[src/design/cst_pkg.sv]
// Shared types and constants for the character stream tokenizer.
// Holds the token kind codes, the token record and the per-item token batch.
// No dependencies; every other design file imports this package.
package cst_pkg;

  // Default width of the character position counter and run start.
  localparam int POS_BITS_DEF = 16;

  // Offsets and lengths leave the block at this fixed width, saturating.
  localparam int OUT_BITS = 16;
  localparam logic [OUT_BITS-1:0] OUT_MAX = {OUT_BITS{1'b1}};

  // One item yields a flushed run, a one-character token or a second flush,
  // and the end token: never more than three results.
  localparam int MAX_TOKENS = 3;
  localparam int CNT_BITS = 2;

  typedef enum logic [3:0] {
    KIND_LPAREN      = 4'd0,
    KIND_RPAREN      = 4'd1,
    KIND_LBRACKET    = 4'd2,
    KIND_RBRACKET    = 4'd3,
    KIND_COMMA       = 4'd4,
    KIND_STMT_END    = 4'd5,
    KIND_SCOPE_BEGIN = 4'd6,
    KIND_SCOPE_END   = 4'd7,
    KIND_OP          = 4'd8,
    KIND_NAME        = 4'd9,
    KIND_END         = 4'd10
  } kind_t;

  typedef struct packed {
    kind_t               kind;
    logic [OUT_BITS-1:0] start;
    logic [OUT_BITS-1:0] len;
  } token_t;

  // Tokens of one input item, packed from entry 0, with their count.
  typedef struct packed {
    token_t [MAX_TOKENS-1:0] tok;
    logic [CNT_BITS-1:0]     cnt;
  } batch_t;

endpackage

[src/design/cst_token_gen.sv]
// Run state and token generation for the character stream tokenizer.
// Classifies one character, updates the open run and builds the token batch.
// Depends on cst_pkg.
module cst_token_gen #(
  parameter int POSITION_BITS = cst_pkg::POS_BITS_DEF
) (
  input  logic            clk,
  input  logic            rst_n,
  input  logic            take,
  input  logic            has_char,
  input  logic [7:0]      char_code,
  input  logic            eos,
  output cst_pkg::batch_t batch
);
  import cst_pkg::*;

  localparam int EXT_BITS = (POSITION_BITS > OUT_BITS) ? POSITION_BITS : OUT_BITS;

  localparam logic [7:0] CH_TAB      = 8'h09;
  localparam logic [7:0] CH_CR       = 8'h0D;
  localparam logic [7:0] CH_SPACE    = 8'h20;
  localparam logic [7:0] CH_BANG     = 8'h21;
  localparam logic [7:0] CH_AMP      = 8'h26;
  localparam logic [7:0] CH_LPAREN   = 8'h28;
  localparam logic [7:0] CH_RPAREN   = 8'h29;
  localparam logic [7:0] CH_STAR     = 8'h2A;
  localparam logic [7:0] CH_PLUS     = 8'h2B;
  localparam logic [7:0] CH_COMMA    = 8'h2C;
  localparam logic [7:0] CH_MINUS    = 8'h2D;
  localparam logic [7:0] CH_DOT      = 8'h2E;
  localparam logic [7:0] CH_SLASH    = 8'h2F;
  localparam logic [7:0] CH_SEMI     = 8'h3B;
  localparam logic [7:0] CH_LT       = 8'h3C;
  localparam logic [7:0] CH_EQ       = 8'h3D;
  localparam logic [7:0] CH_GT       = 8'h3E;
  localparam logic [7:0] CH_LBRACKET = 8'h5B;
  localparam logic [7:0] CH_RBRACKET = 8'h5D;
  localparam logic [7:0] CH_LBRACE   = 8'h7B;
  localparam logic [7:0] CH_BAR      = 8'h7C;
  localparam logic [7:0] CH_RBRACE   = 8'h7D;

  typedef enum logic [2:0] {
    MODE_IDLE = 3'b001,
    MODE_OP   = 3'b010,
    MODE_NAME = 3'b100
  } mode_t;

  typedef struct packed {
    logic  ws;
    logic  single;
    logic  op;
    kind_t kind;
  } char_class_t;

  function automatic char_class_t classify(input logic [7:0] c);
    char_class_t r;
    r = '{ws: 1'b0, single: 1'b0, op: 1'b0, kind: KIND_NAME};
    case (c) inside
      [CH_TAB:CH_CR], CH_SPACE: r.ws = 1'b1;
      CH_PLUS, CH_MINUS, CH_STAR, CH_SLASH, CH_EQ, CH_DOT,
      CH_AMP, CH_BAR, CH_BANG, CH_GT, CH_LT: r.op = 1'b1;
      CH_LPAREN:   begin r.single = 1'b1; r.kind = KIND_LPAREN;      end
      CH_RPAREN:   begin r.single = 1'b1; r.kind = KIND_RPAREN;      end
      CH_LBRACKET: begin r.single = 1'b1; r.kind = KIND_LBRACKET;    end
      CH_RBRACKET: begin r.single = 1'b1; r.kind = KIND_RBRACKET;    end
      CH_COMMA:    begin r.single = 1'b1; r.kind = KIND_COMMA;       end
      CH_SEMI:     begin r.single = 1'b1; r.kind = KIND_STMT_END;    end
      CH_LBRACE:   begin r.single = 1'b1; r.kind = KIND_SCOPE_BEGIN; end
      CH_RBRACE:   begin r.single = 1'b1; r.kind = KIND_SCOPE_END;   end
      default:     r.kind = KIND_NAME;
    endcase
    return r;
  endfunction

  function automatic logic [OUT_BITS-1:0] sat_out(input logic [POSITION_BITS-1:0] v);
    logic [EXT_BITS-1:0] x;
    x = EXT_BITS'(v);
    if (x > EXT_BITS'(OUT_MAX)) begin
      return OUT_MAX;
    end
    return x[OUT_BITS-1:0];
  endfunction

  mode_t                    mode_r, mode_nxt, mode_mid;
  logic [POSITION_BITS-1:0] start_r, start_nxt, start_mid;
  logic [POSITION_BITS-1:0] pos_r, pos_nxt, pos_mid;
  char_class_t              cls;
  logic                     f1_v, s_v, f2_v, m_v;
  token_t                   f1_tok, mid_tok, end_tok;

  always_comb begin
    cls       = classify(char_code);
    f1_v      = 1'b0;
    s_v       = 1'b0;
    mode_mid  = mode_r;
    start_mid = start_r;
    pos_mid   = pos_r;

    if (has_char) begin
      if (pos_r != {POSITION_BITS{1'b1}}) begin
        pos_mid = pos_r + 1'b1;
      end
      if (cls.ws) begin
        f1_v     = (mode_r != MODE_IDLE);
        mode_mid = MODE_IDLE;
      end else if (cls.single) begin
        // A brace inside a name run is part of the name.
        if (!(mode_r == MODE_NAME &&
              (cls.kind == KIND_SCOPE_BEGIN || cls.kind == KIND_SCOPE_END))) begin
          f1_v     = (mode_r != MODE_IDLE);
          s_v      = 1'b1;
          mode_mid = MODE_IDLE;
        end
      end else if (cls.op) begin
        if (mode_r != MODE_OP) begin
          f1_v      = (mode_r != MODE_IDLE);
          mode_mid  = MODE_OP;
          start_mid = pos_r;
        end
      end else begin
        if (mode_r != MODE_NAME) begin
          f1_v      = (mode_r != MODE_IDLE);
          mode_mid  = MODE_NAME;
          start_mid = pos_r;
        end
      end
    end

    f1_tok.kind  = (mode_r == MODE_OP) ? KIND_OP : KIND_NAME;
    f1_tok.start = sat_out(start_r);
    f1_tok.len   = sat_out(pos_r - start_r);

    // The second slot holds either the one-character token or the run that
    // the end of the stream flushes; an item never needs both.
    f2_v = eos && (mode_mid != MODE_IDLE);
    if (s_v) begin
      mid_tok.kind  = cls.kind;
      mid_tok.start = sat_out(pos_r);
      mid_tok.len   = OUT_BITS'(1);
    end else begin
      mid_tok.kind  = (mode_mid == MODE_OP) ? KIND_OP : KIND_NAME;
      mid_tok.start = sat_out(start_mid);
      mid_tok.len   = sat_out(pos_mid - start_mid);
    end
    m_v = s_v || f2_v;

    end_tok.kind  = KIND_END;
    end_tok.start = sat_out(pos_mid);
    end_tok.len   = '0;

    batch.cnt    = CNT_BITS'(f1_v) + CNT_BITS'(m_v) + CNT_BITS'(eos);
    batch.tok[0] = f1_v ? f1_tok : (m_v ? mid_tok : end_tok);
    batch.tok[1] = (f1_v && m_v) ? mid_tok : end_tok;
    batch.tok[2] = end_tok;

    if (eos) begin
      mode_nxt  = MODE_IDLE;
      start_nxt = '0;
      pos_nxt   = '0;
    end else begin
      mode_nxt  = mode_mid;
      start_nxt = start_mid;
      pos_nxt   = pos_mid;
    end
  end

  always_ff @(posedge clk) begin
    if (!rst_n) begin
      mode_r  <= MODE_IDLE;
      start_r <= '0;
      pos_r   <= '0;
    end else if (take) begin
      mode_r  <= mode_nxt;
      start_r <= start_nxt;
      pos_r   <= pos_nxt;
    end
  end

  // An open run never starts beyond the current character count.
  assert property (@(posedge clk) disable iff (!rst_n) start_r <= pos_r)
    else $error("run start is past the character position");

  // The end of the stream returns the run state to its reset values.
  assert property (@(posedge clk) disable iff (!rst_n)
    (take && eos) |=> (pos_r == '0 && start_r == '0 && mode_r == MODE_IDLE))
    else $error("state not cleared after end of stream");

endmodule

[src/design/cst_batch_buf.sv]
// Result buffer for the character stream tokenizer.
// Holds the token batch of one item and hands it out one token per request.
// Depends on cst_pkg.
module cst_batch_buf (
  input  logic            clk,
  input  logic            rst_n,
  input  logic            load,
  input  cst_pkg::batch_t batch,
  output logic            ready,
  output logic            out_valid,
  input  logic            out_stall,
  output cst_pkg::token_t out_tok,
  output logic            out_last
);
  import cst_pkg::*;

  token_t [MAX_TOKENS-1:0] tok_r, tok_nxt;
  logic [CNT_BITS-1:0]     cnt_r, cnt_nxt;
  logic [CNT_BITS-1:0]     idx_r, idx_nxt;
  logic                    pop, done;

  always_comb begin
    out_valid = (cnt_r != '0);
    pop       = out_valid && !out_stall;
    out_last  = (idx_r == cnt_r - 1'b1);
    done      = pop && out_last;
    ready     = !out_valid || done;

    case (idx_r)
      2'd0:    out_tok = tok_r[0];
      2'd1:    out_tok = tok_r[1];
      default: out_tok = tok_r[2];
    endcase

    tok_nxt = tok_r;
    cnt_nxt = cnt_r;
    idx_nxt = idx_r;
    if (load) begin
      tok_nxt = batch.tok;
      cnt_nxt = batch.cnt;
      idx_nxt = '0;
    end else if (done) begin
      cnt_nxt = '0;
      idx_nxt = '0;
    end else if (pop) begin
      idx_nxt = idx_r + 1'b1;
    end
  end

  always_ff @(posedge clk) begin
    if (!rst_n) begin
      cnt_r <= '0;
      idx_r <= '0;
    end else begin
      cnt_r <= cnt_nxt;
      idx_r <= idx_nxt;
    end
  end

  always_ff @(posedge clk) begin
    tok_r <= tok_nxt;
  end

  // The read pointer stays inside the batch that is being delivered.
  assert property (@(posedge clk) disable iff (!rst_n) out_valid |-> (idx_r < cnt_r))
    else $error("token index beyond batch count");

  // A batch is only replaced once its last token has been taken.
  assert property (@(posedge clk) disable iff (!rst_n) !ready |=> $stable(tok_r))
    else $error("batch overwritten before it drained");

endmodule

[src/design/char_stream_tokenizer_top.sv]
// An accepted character passes through the input register, then the token batch register,
// to the output port. Throughput: one item per cycle while each item yields at most one
// token and the output is not stalled; an item that yields n tokens, n at most three,
// holds the single-token output port until all n tokens have left.
// Reset (rst_n low, synchronous): no open run, position zero, both registers empty.
// Top level of the character stream tokenizer; depends on cst_pkg, cst_token_gen, cst_batch_buf.
module char_stream_tokenizer_top #(
  parameter int POSITION_BITS = cst_pkg::POS_BITS_DEF
) (
  input  logic        clk,
  input  logic        rst_n,
  input  logic        in_valid,
  output logic        in_stall,
  input  logic        in_has_char,
  input  logic [7:0]  in_char_code,
  input  logic        in_end_of_stream,
  output logic        out_valid,
  input  logic        out_stall,
  output logic [3:0]  out_token_kind,
  output logic [15:0] out_start_offset,
  output logic [15:0] out_token_length,
  output logic        out_last_token
);
  import cst_pkg::*;

  // The input register holds one request. It is consumed as soon as the
  // result buffer can take its token batch, which is at once when the buffer
  // is empty or its last token leaves in the same cycle, so requests flow
  // back to back while the output keeps up.
  logic       in_vld_r, in_vld_nxt;
  logic       has_r;
  logic [7:0] code_r;
  logic       eos_r;
  logic       in_take;
  logic       take;
  logic       buf_ready;
  batch_t     batch;
  token_t     out_tok;

  assign take     = in_vld_r && buf_ready;
  assign in_stall = in_vld_r && !buf_ready;
  assign in_take  = in_valid && !in_stall;

  always_comb begin
    in_vld_nxt = in_vld_r;
    if (in_take) begin
      in_vld_nxt = 1'b1;
    end else if (take) begin
      in_vld_nxt = 1'b0;
    end
  end

  always_ff @(posedge clk) begin
    if (!rst_n) begin
      in_vld_r <= 1'b0;
    end else begin
      in_vld_r <= in_vld_nxt;
    end
  end

  always_ff @(posedge clk) begin
    if (in_take) begin
      has_r  <= in_has_char;
      code_r <= in_char_code;
      eos_r  <= in_end_of_stream;
    end
  end

  // Classification and the run state update happen in one pass between the
  // input register and the batch register. An item that causes no token
  // still passes through and, if it carries a character, updates the position count.
  cst_token_gen #(
    .POSITION_BITS(POSITION_BITS)
  ) u_gen (
    .clk      (clk),
    .rst_n    (rst_n),
    .take     (take),
    .has_char (has_r),
    .char_code(code_r),
    .eos      (eos_r),
    .batch    (batch)
  );

  // The batch register serves up to three tokens, one per output request,
  // and marks the final one of each item.
  cst_batch_buf u_buf (
    .clk      (clk),
    .rst_n    (rst_n),
    .load     (take),
    .batch    (batch),
    .ready    (buf_ready),
    .out_valid(out_valid),
    .out_stall(out_stall),
    .out_tok  (out_tok),
    .out_last (out_last_token)
  );

  assign out_token_kind   = out_tok.kind;
  assign out_start_offset = out_tok.start;
  assign out_token_length = out_tok.len;

endmodule
[config.mk]
export PLATFORM = sky130hd
export DESIGN_NAME = char_stream_tokenizer_top
export DESIGN_NICKNAME = d
export VERILOG_FILES = /design/src/design/cst_pkg.sv /design/src/design/cst_token_gen.sv /design/src/design/cst_batch_buf.sv /design/src/design/char_stream_tokenizer_top.sv
export SDC_FILE = /design/constraint.sdc
export NUM_CORES = 1
export LEC_CHECK = 0
export BUFFER_PORTS_ARGS = -buffer_cell sky130_fd_sc_hd__buf_2
export CAP_MARGIN = 20
export CORE_ASPECT_RATIO = 1.75
export CORE_MARGIN = 4
export CORE_UTILIZATION = 41
export DETAILED_ROUTE_END_ITERATION = 10
export SYNTH_ARGS = -nofsm -noshare
export SYNTH_HDL_FRONTEND = slang
export SYNTH_SLANG_ARGS = --single-unit
[constraint.sdc]
create_clock -name clk -period 9.3 [get_ports clk]
set_clock_uncertainty 0.05 [all_clocks]
set_input_delay 0.465 -clock clk [delete_from_list [all_inputs] [get_ports clk]]
set_output_delay 0.465 -clock clk [all_outputs]
set_load 0.05 [all_outputs]
==> results of run 1 <==
## critical path: stages, from the launching register on
cell,delay [ps]
sky130_fd_sc_hd__edfxtp_1,550
sky130_fd_sc_hd__nor2b_1,220
sky130_fd_sc_hd__o21ba_2,230
sky130_fd_sc_hd__a21oi_1,310
sky130_fd_sc_hd__o311ai_4,200
sky130_fd_sc_hd__nor3_4,180
sky130_fd_sc_hd__buf_4,380
sky130_fd_sc_hd__mux2i_1,350
sky130_fd_sc_hd__inv_1,110
sky130_fd_sc_hd__ha_1,220
sky130_fd_sc_hd__a21boi_0,140
sky130_fd_sc_hd__o22ai_1,170
sky130_fd_sc_hd__nand4_1,110
sky130_fd_sc_hd__o221a_2,170
sky130_fd_sc_hd__o31ai_1,290
sky130_fd_sc_hd__a21oi_1,170
sky130_fd_sc_hd__o31a_1,360
sky130_fd_sc_hd__o21ai_2,230
sky130_fd_sc_hd__mux2_2,370
sky130_fd_sc_hd__or3_1,380
sky130_fd_sc_hd__o211ai_1,100
## routing by layer
layer	up-vias	wire, um
li1	3308	-
met1	3286	8600
met2	190	11700
met3	51	916
met4	0	990
met5	-	0
## power groups by stage
stage	logic, mW	clock network, mW	registers (mW)
after floorplan	0.168	0	0.711
after global placement	0.218	0	0.715
after detailed placement	0.219	0	0.716
after CTS	0.219	0.742	0.703
after global routing	0.234	0.770	0.706
final	0.217	0.734	0.703
## cell usage after synthesis, types with 21 or more instances
master	count
sky130_fd_sc_hd__edfxtp_1	98
sky130_fd_sc_hd__a21oi_1	57
sky130_fd_sc_hd__inv_1	49
sky130_fd_sc_hd__a22oi_1	23
sky130_fd_sc_hd__a22o_1	21
sky130_fd_sc_hd__ha_1	30
sky130_fd_sc_hd__dfxtp_1	40
sky130_fd_sc_hd__nand2_1	106
sky130_fd_sc_hd__nor2_1	81
sky130_fd_sc_hd__o22ai_1	24
sky130_fd_sc_hd__clkbuf_1	38
sky130_fd_sc_hd__o21ai_0	54
sky130_fd_sc_hd__xnor2_1	22
## per-stage QoR
step | worst slack, ps | cell area, sq um
after floorplan | 4010 | 8310
after global placement | 4050 | 8730
after detailed placement | 3920 | 8730
after CTS | 3880 | 9380
after global routing | 3440 | 9380
final | 3860 | 9380
## cells by family after synthesis
| logic type | synth area share (%) |
|---|---|
| AOI/OAI and AO/OA | 21.4 |
| xor gates and xnor gates | 3.58 |
| adders and majority gates | 5.38 |
| buffers and inverters | 5.02 |
| DFF | 45.1 |
| muxes | 2.98 |
| and+or+nand+nor | 16.6 |
## how the worst min path moves through the flow
stage,slack [ps],endpoint,from,cells past startpoint
2_1_floorplan,400,u_gen.mode_r[0]$_SDFFE_PN1P_,u_gen.mode_r[0]$_SDFFE_PN1P_,2
3_3_place_gp,430,u_gen.mode_r[0]$_SDFFE_PN1P_,u_gen.mode_r[0]$_SDFFE_PN1P_,2
3_5_place_dp,430,u_gen.mode_r[0]$_SDFFE_PN1P_,u_gen.mode_r[0]$_SDFFE_PN1P_,2
4_1_cts,140,code_r[3]$_DFFE_PP_,in_char_code[3],1
5_1_grt,140,has_r$_DFFE_PP_,in_has_char,1
6_report,160,code_r[6]$_DFFE_PP_,in_char_code[6],1
## cell type report
class	instances	area (sq um)	area share [%]
clock buffer	21	493	5.25
clock inverter	11	155	1.65
inverter	51	193	2.05
multi-input combinational	644	4150	44.2
sequential	138	3740	39.9
tap	245	307	3.27
timing repair buffer	63	343	3.65
## registers in the layout, summed over array words and instances (netlist names)
name           flops
eos_r              1
has_r              1
u_gen.start_r     16
code_r             8
u_buf.cnt_r        2
u_buf.tok_r       88
in_vld_r           1
u_buf.idx_r        2
u_gen.pos_r       16
u_gen.mode_r       3
==> implementation parameters, run 1 <==
Parameter                              Value

Status
  Run status    finished clean

Floorplanning
  Ports placed on the boundary    53
  Initial Util    41.9%
  Die Y-Extent    between 150 and 200 um
  Chip width    between 100 and 150 um
  Floorplan die area    between 0.02 and 0.025 sq mm
  Number of cell rows    68
  Core box area    0.0198 sq mm

CTS
  Clock edge transition at the registers on the reported setup and hold paths    about 60 ps
  Post-CTS Setup Repair Bufs    0
  Number of gates given a new drive strength after cts    0
  Clock buffer depth    2
  Clock buffers created by TritonCTS    17
  Library cell used as clock root buffer    sky130_fd_sc_hd__clkbuf_16
  Total number of H-tree levels    4
  TritonCTS clock tree    built
  Cts-stage hold buffer count    0
  Number of clock sinks    around 140
  Clock latency on the worst-skew pair    430 ps

Power and ir drop
  Clock power frac    between 40% and 50%
  Overall power    1.65 mW
  Net Sw Power    between 0.4 and 0.5 mW
  P per Cell Area    roughly 180 mW/mm^2
  Sequential power share    a little over two fifths
  Leakage Power    about 3.6 nW
  IR Drop Worst-Case VDD    around 0.00012 V
  Internal power of the cells    1.21 mW
  Sw frac    a little over a quarter
  Share of power burned in combinational logic    between 10% and 20%

Critical path
  WP data required    9520 ps
  Worst reg2reg path startpoint    code_r[1]$_DFFE_PP_
  Reg-to-reg slack, setup    roughly 3900 ps
  Critical path launch point    code_r[1]$_DFFE_PP_
  Peak fanout along the critical path    25
  Worst Setup Path Type    reg -> reg
  Critical Path Source Type    flop
  Depth of the worst register-to-register path    20
  Capture point of the worst path    u_buf.tok_r[15]$_DFFE_PP_
  R2r endpoint    u_buf.tok_r[15]$_DFFE_PP_
  Arrival time at the worst endpoint    about 5700 ps
  Setup crit end kind    flop

Global routing
  Wire length of the first global-routing pass    35.7 mm
  Fraction of met2 tracks used by global routing    between 30% and 40%
  Via count of the first global-routing pass    roughly 6700
  Total congestion overflow    0
  GR met3 Demand/Resource    under 10%
  Routing usage on met1    23.4%
  GRT Resource Usage Total    between 20% and 30%
  Pin count of the biggest net entering global routing    63
  Busiest grt layer    met2
  Number of antenna violations at the first check in global routing    0

STA
  Slew HR    47.2%
  Hold slack final    between 150 and 200 ps
  Number of hold violations in the final report    0
  Post-layout min period    5440 ps
  Slew at the pin closest to its max-slew limit    around 800 ps
  TNS Setup    0 ps
  Final count of pins violating max slew    0
  Setup violation total in the final timing report    0
  Setup repair after global routing missed its margin    no
  Final period utilization    58.5%
  Highest clock frequency the design can meet    approximately 0.18 GHz

Final layout
  Signed area change from the synthesized netlist to the final layout    13.0%
  Diodes inserted    0
  Top library cells by usage in the layout, fill and taps aside    sky130_fd_sc_hd__nand2_1, sky130_fd_sc_hd__edfxtp_1, sky130_fd_sc_hd__nor2_1
  Layout filler cell count    1900
  Commonest non-fill, non-tap cell in the layout    sky130_fd_sc_hd__nand2_1
  Layout net count    between 900 and 1000
  Share of final-layout standard cells stronger than drive strength 1    roughly an eighth
  Post-Route Utilization    47.3%
  Cell Count, Final, Fillers Out    approximately 1200

Placed design
  Final HPWL DP    approximately 16 mm
  Placed cells    between 1000 and 1500
  RePlAce Congestion    around 0.89
  IO Port Bufs    52

Routing
  Post-detailed-route via-to-cell ratio    5.83
  Sum of routed wire length over all layers    22.2 mm
  DRC viols    0
  Wire length per cell after detailed routing    around 19 um
  Final antenna-violating net count    0
  Via count    just under 7000
  DRT iter0 DRCs    between 400 and 500
  Drt first pass iters    6

Logic synthesis
  Post-synthesis instance total    ~890
  Syn nets    933
  Most area-consuming cells after synthesis    sky130_fd_sc_hd__edfxtp_1, sky130_fd_sc_hd__dfxtp_1, sky130_fd_sc_hd__nand2_1
  Syn avg cell area    9.36 sq um
  Post-synthesis cell area    between 0.008 and 0.009 sq mm
  Synthesis warning total    0
  EDFF count, synth    98
  Unique cell type count in the Yosys netlist    between 70 and 80
  Fraction of registers with async set or reset after synthesis    0%
  Most used flip-flop cell after synthesis    sky130_fd_sc_hd__edfxtp_1
  Post-synth top area cell    sky130_fd_sc_hd__edfxtp_1
  Share of the yosys chip area belonging to registers    a little under half
  Fraction of post-synthesis cell area in the top cell type by area    between 30% and 40%
  Yosys reg bits    approximately 140

Job
  Max-cap viol count    0

Worst hold path
  Worst min-delay path category    in -> reg
Power figures use the tool's default switching activity.
==> inputs of run 2 (changes only) <==
Clock period 9.3 ns to 5.1 ns, I/O delays scaled along.
==> run 2 against run 1 <==
Total power rose by 81%. Clock power rose by 76%. Register-to-register slack got worse by 3600 ps. Maximum frequency rose by 13%. Non-clock buffer count rose by 37. Largest power group unchanged. Worst setup slack got worse by 3600 ps. Routed wire length rose by 5.7%. Highest routed layer unchanged. Clock-buffer cell count fell by 2. Worst hold slack got worse by 53 ps. Global-route usage rose by 0.65 points. Flip-flop and latch count did not move. Sequential power rose by 82%.
==> implementation parameters, run 2 (same netlist as run 1, synthesis figures left out) <==
Parameter                              Value

Final layout
  Largest registers in the final layout    u_buf.tok_r x88, u_gen.pos_r x16, u_gen.start_r x16
  Top library cells by usage in the layout, fill and taps aside    sky130_fd_sc_hd__nand2_1, sky130_fd_sc_hd__edfxtp_1, sky130_fd_sc_hd__nor2_1
  Commonest non-fill, non-tap cell in the layout    sky130_fd_sc_hd__nand2_1
  FF/Latch Area    0.00374 sq mm (unchanged)
  Share of final-layout standard cells stronger than drive strength 1    15.0% (+2.0 points)
  Biggest register    u_buf.tok_r
  Number of flip-flops under the largest register name    88 (unchanged)
  Signed area change from the synthesized netlist to the final layout    16.2%
  Post-route cell area    0.00966 sq mm (+2.9%)
  Footprint of the multi-input gates    0.00416 sq mm (+0.15%)
  Layout net count    998 (+3.9%)
  Layout filler cell count    1859 (-2.2%)
  Post-Route Utilization    48.7% (+1.4 points)
  Diodes inserted    0 (unchanged)

Placed design
  Final HPWL DP    16.6 mm (+4.7%)
  RePlAce Congestion    0.948 (+6.5%)
  Placed inst area    0.00890 sq mm (+1.9%)
  IO Port Bufs    52 (unchanged)

Routing
  Final antenna-violating net count    0 (unchanged)
  Sum of routed wire length over all layers    23.5 mm (+5.7%)
  Post-detailed-route via-to-cell ratio    5.79 (-0.56%)
  Top layer in use    met4
  Met2 routed WL    12.2 mm (+4.4%)
  Via count    7011 (+2.6%)
  DRC viols    0 (unchanged)
  Met1 wire length    9.23 mm (+7.2%)
  Drt first pass iters    5 (-1)
  Wire length per cell after detailed routing    19.4 um (+2.4%)
  DR WL met3    881 um (-3.8%)
  DRT iter0 DRCs    458 (+10%)

Worst hold path
  WHS Path Cells    4 (+3)
  Worst hold endpoint    u_buf.idx_r[1]$_SDFFE_PP0P_
  Critical hold path startpoint    out_stall
  Worst min-delay path category    in -> reg

STA
  Slew at the pin closest to its max-slew limit    865 ps (+76.1 ps)
  Setup repair after global routing missed its margin    no
  Post-layout min period    4800 ps (-634 ps)
  Final period utilization    94.2% (+36 points)
  Number of hold violations in the final report    0 (unchanged)
  TNS Setup    0 ps (unchanged)
  Final count of pins violating max slew    0 (unchanged)
  Slew HR    42.1% (-5.2 points)
  Setup violation total in the final timing report    0 (unchanged)
  Highest clock frequency the design can meet    0.208 GHz (+13%)

Power and ir drop
  Sw frac    26.7% (-0.12 points)
  P per Cell Area    309 mW/mm^2 (+76%)
  Net Sw Power    0.799 mW (+80%)
  Sequential power share    42.8% (+0.3 points)
  Leakage Power    3.81 nW (+4.7%)
  Clock power frac    43.1% (-1.3 points)
  Overall power    2.99 mW (+81%)
  Internal power of the cells    2.19 mW (+81%)
  Share of power burned in combinational logic    14.0% (+0.9 points)
  IR Drop Worst-Case VDD    0.000179 V (+54%)

Global routing
  GRT Resource Usage Total    21.2% (+0.65 points)
  Total congestion overflow    0 (unchanged)
  Wire length of the first global-routing pass    36.6 mm (+2.6%)
  Number of antenna violations at the first check in global routing    0 (unchanged)
  Pin count of the biggest net entering global routing    49 (-22%)
  Via count of the first global-routing pass    6897 (+3.2%)

Job
  Max-cap viol count    0 (unchanged)

CTS
  Library cell used as clock root buffer    sky130_fd_sc_hd__clkbuf_16
  Total number of H-tree levels    4 (unchanged)
  Clock buffer depth    2 (unchanged)
  Number of clock sinks    138 (unchanged)
  Clock buffers created by TritonCTS    17 (unchanged)
  Clock latency on the worst-skew pair    430 ps (about the same)
  Clock edge transition at the registers on the reported setup and hold paths    70 ps (about the same)
  TritonCTS clock tree    built

Floorplanning
  Die Y-Extent    196 um (unchanged)
  Number of cell rows    68 (unchanged)
  Initial Util    41.9% (unchanged)
  Core box area    0.0198 sq mm (unchanged)
  Ports placed on the boundary    53 (unchanged)
  Floorplan die area    0.0227 sq mm (unchanged)
  Chip width    116 um (unchanged)

Critical path
  Reg-to-reg slack, setup    300 ps (-3570 ps)
  Critical-path cell with the highest stage delay    sky130_fd_sc_hd__edfxtp_1
  Largest stage delay, worst path    440 ps (-110 ps)
  Worst Setup Path Type    reg -> reg
  Peak fanout along the critical path    5 (-80%)
  WP data required    5210 ps (-4310 ps)
  Critical Path Source Type    flop
  Worst reg2reg path startpoint    code_r[6]$_DFFE_PP_
  Setup crit end kind    flop
  Depth of the worst register-to-register path    18 (-10%)
  R2r endpoint    u_buf.tok_r[14]$_DFFE_PP_
  Arrival time at the worst endpoint    4910 ps (-750 ps)
  Crit path cell chain    or3_1 > or3_1 > o32a_2 > o311ai_4 > nor3_4 > mux2i_1 > inv_1 > ha_1 > inv_1 > ha_1 > a311o_1 > maj3_2 > or3_4 > a311oi_2 > o31ai_2 > a311oi_1 > xor2_1 > o32ai_1

Status
  Run status    finished clean
-- run 2: worst max path at each step --
stage	to	from	slack [ps]
floorplan	u_buf.tok_r[15]$_DFFE_PP_	code_r[1]$_DFFE_PP_	5
global placement	u_buf.tok_r[15]$_DFFE_PP_	code_r[1]$_DFFE_PP_	350
detailed placement	u_buf.tok_r[15]$_DFFE_PP_	code_r[1]$_DFFE_PP_	260
CTS	u_buf.tok_r[15]$_DFFE_PP_	code_r[1]$_DFFE_PP_	210
global route	u_buf.tok_r[15]$_DFFE_PP_	code_r[1]$_DFFE_PP_	50
finish	u_buf.tok_r[14]$_DFFE_PP_	code_r[6]$_DFFE_PP_	300
-- run 2: critical path: cells and delay by family (launching register included) --
kind | cells | cell delay, ps
compound gates | 7 | 1620
xor+xnor | 1 | 250
fa+ha+maj | 3 | 630
buf+inv | 2 | 140
flops | 1 | 440
mux | 1 | 140
simple gates | 4 | 1260
-- run 2: through the flow --
step	hold WS, ps	instances	setup slack, ps
2_1_floorplan	304	887	4.52
3_3_place_gp	383	1163	345
3_5_place_dp	383	1163	258
4_1_cts	95.2	1206	209
5_1_grt	128	1210	53.3
6_report	105	1210	295
-- run 2: power by group through the flow --
stage / registers [mW] / clock network [mW] / logic, mW
after floorplan: 1.30 / 0 / 0.306
after global placement: 1.30 / 0 / 0.408
after detailed placement: 1.31 / 0 / 0.410
after CTS: 1.28 / 1.31 / 0.417
after global routing: 1.28 / 1.36 / 0.447
final: 1.28 / 1.29 / 0.419
-- run 2: cell type report --
type                       instances  area share (%)
tap                              245            3.17
timing repair buffer             100            6.71
sequential                       138            38.8
multi-input combinational        644            43.0
clock buffer                      19            4.48
inverter                          51            2.00
clock inverter                    13            1.83
-- run 2: routing by layer --
layer  track usage, %  vias to the layer above
met5                0                        -
met4             11.6                        0
met3             2.93                       65
met2             37.2                      209
met1             24.2                     3359
li1                 -                     3378
-- run 2: timing repair --
item	4_1_cts	5_1_grt
buffers inserted	0	4
hold buffers	11	0
setup endpoints to repair	0	1
resized for setup	0	2
hold endpoints to repair	11	0
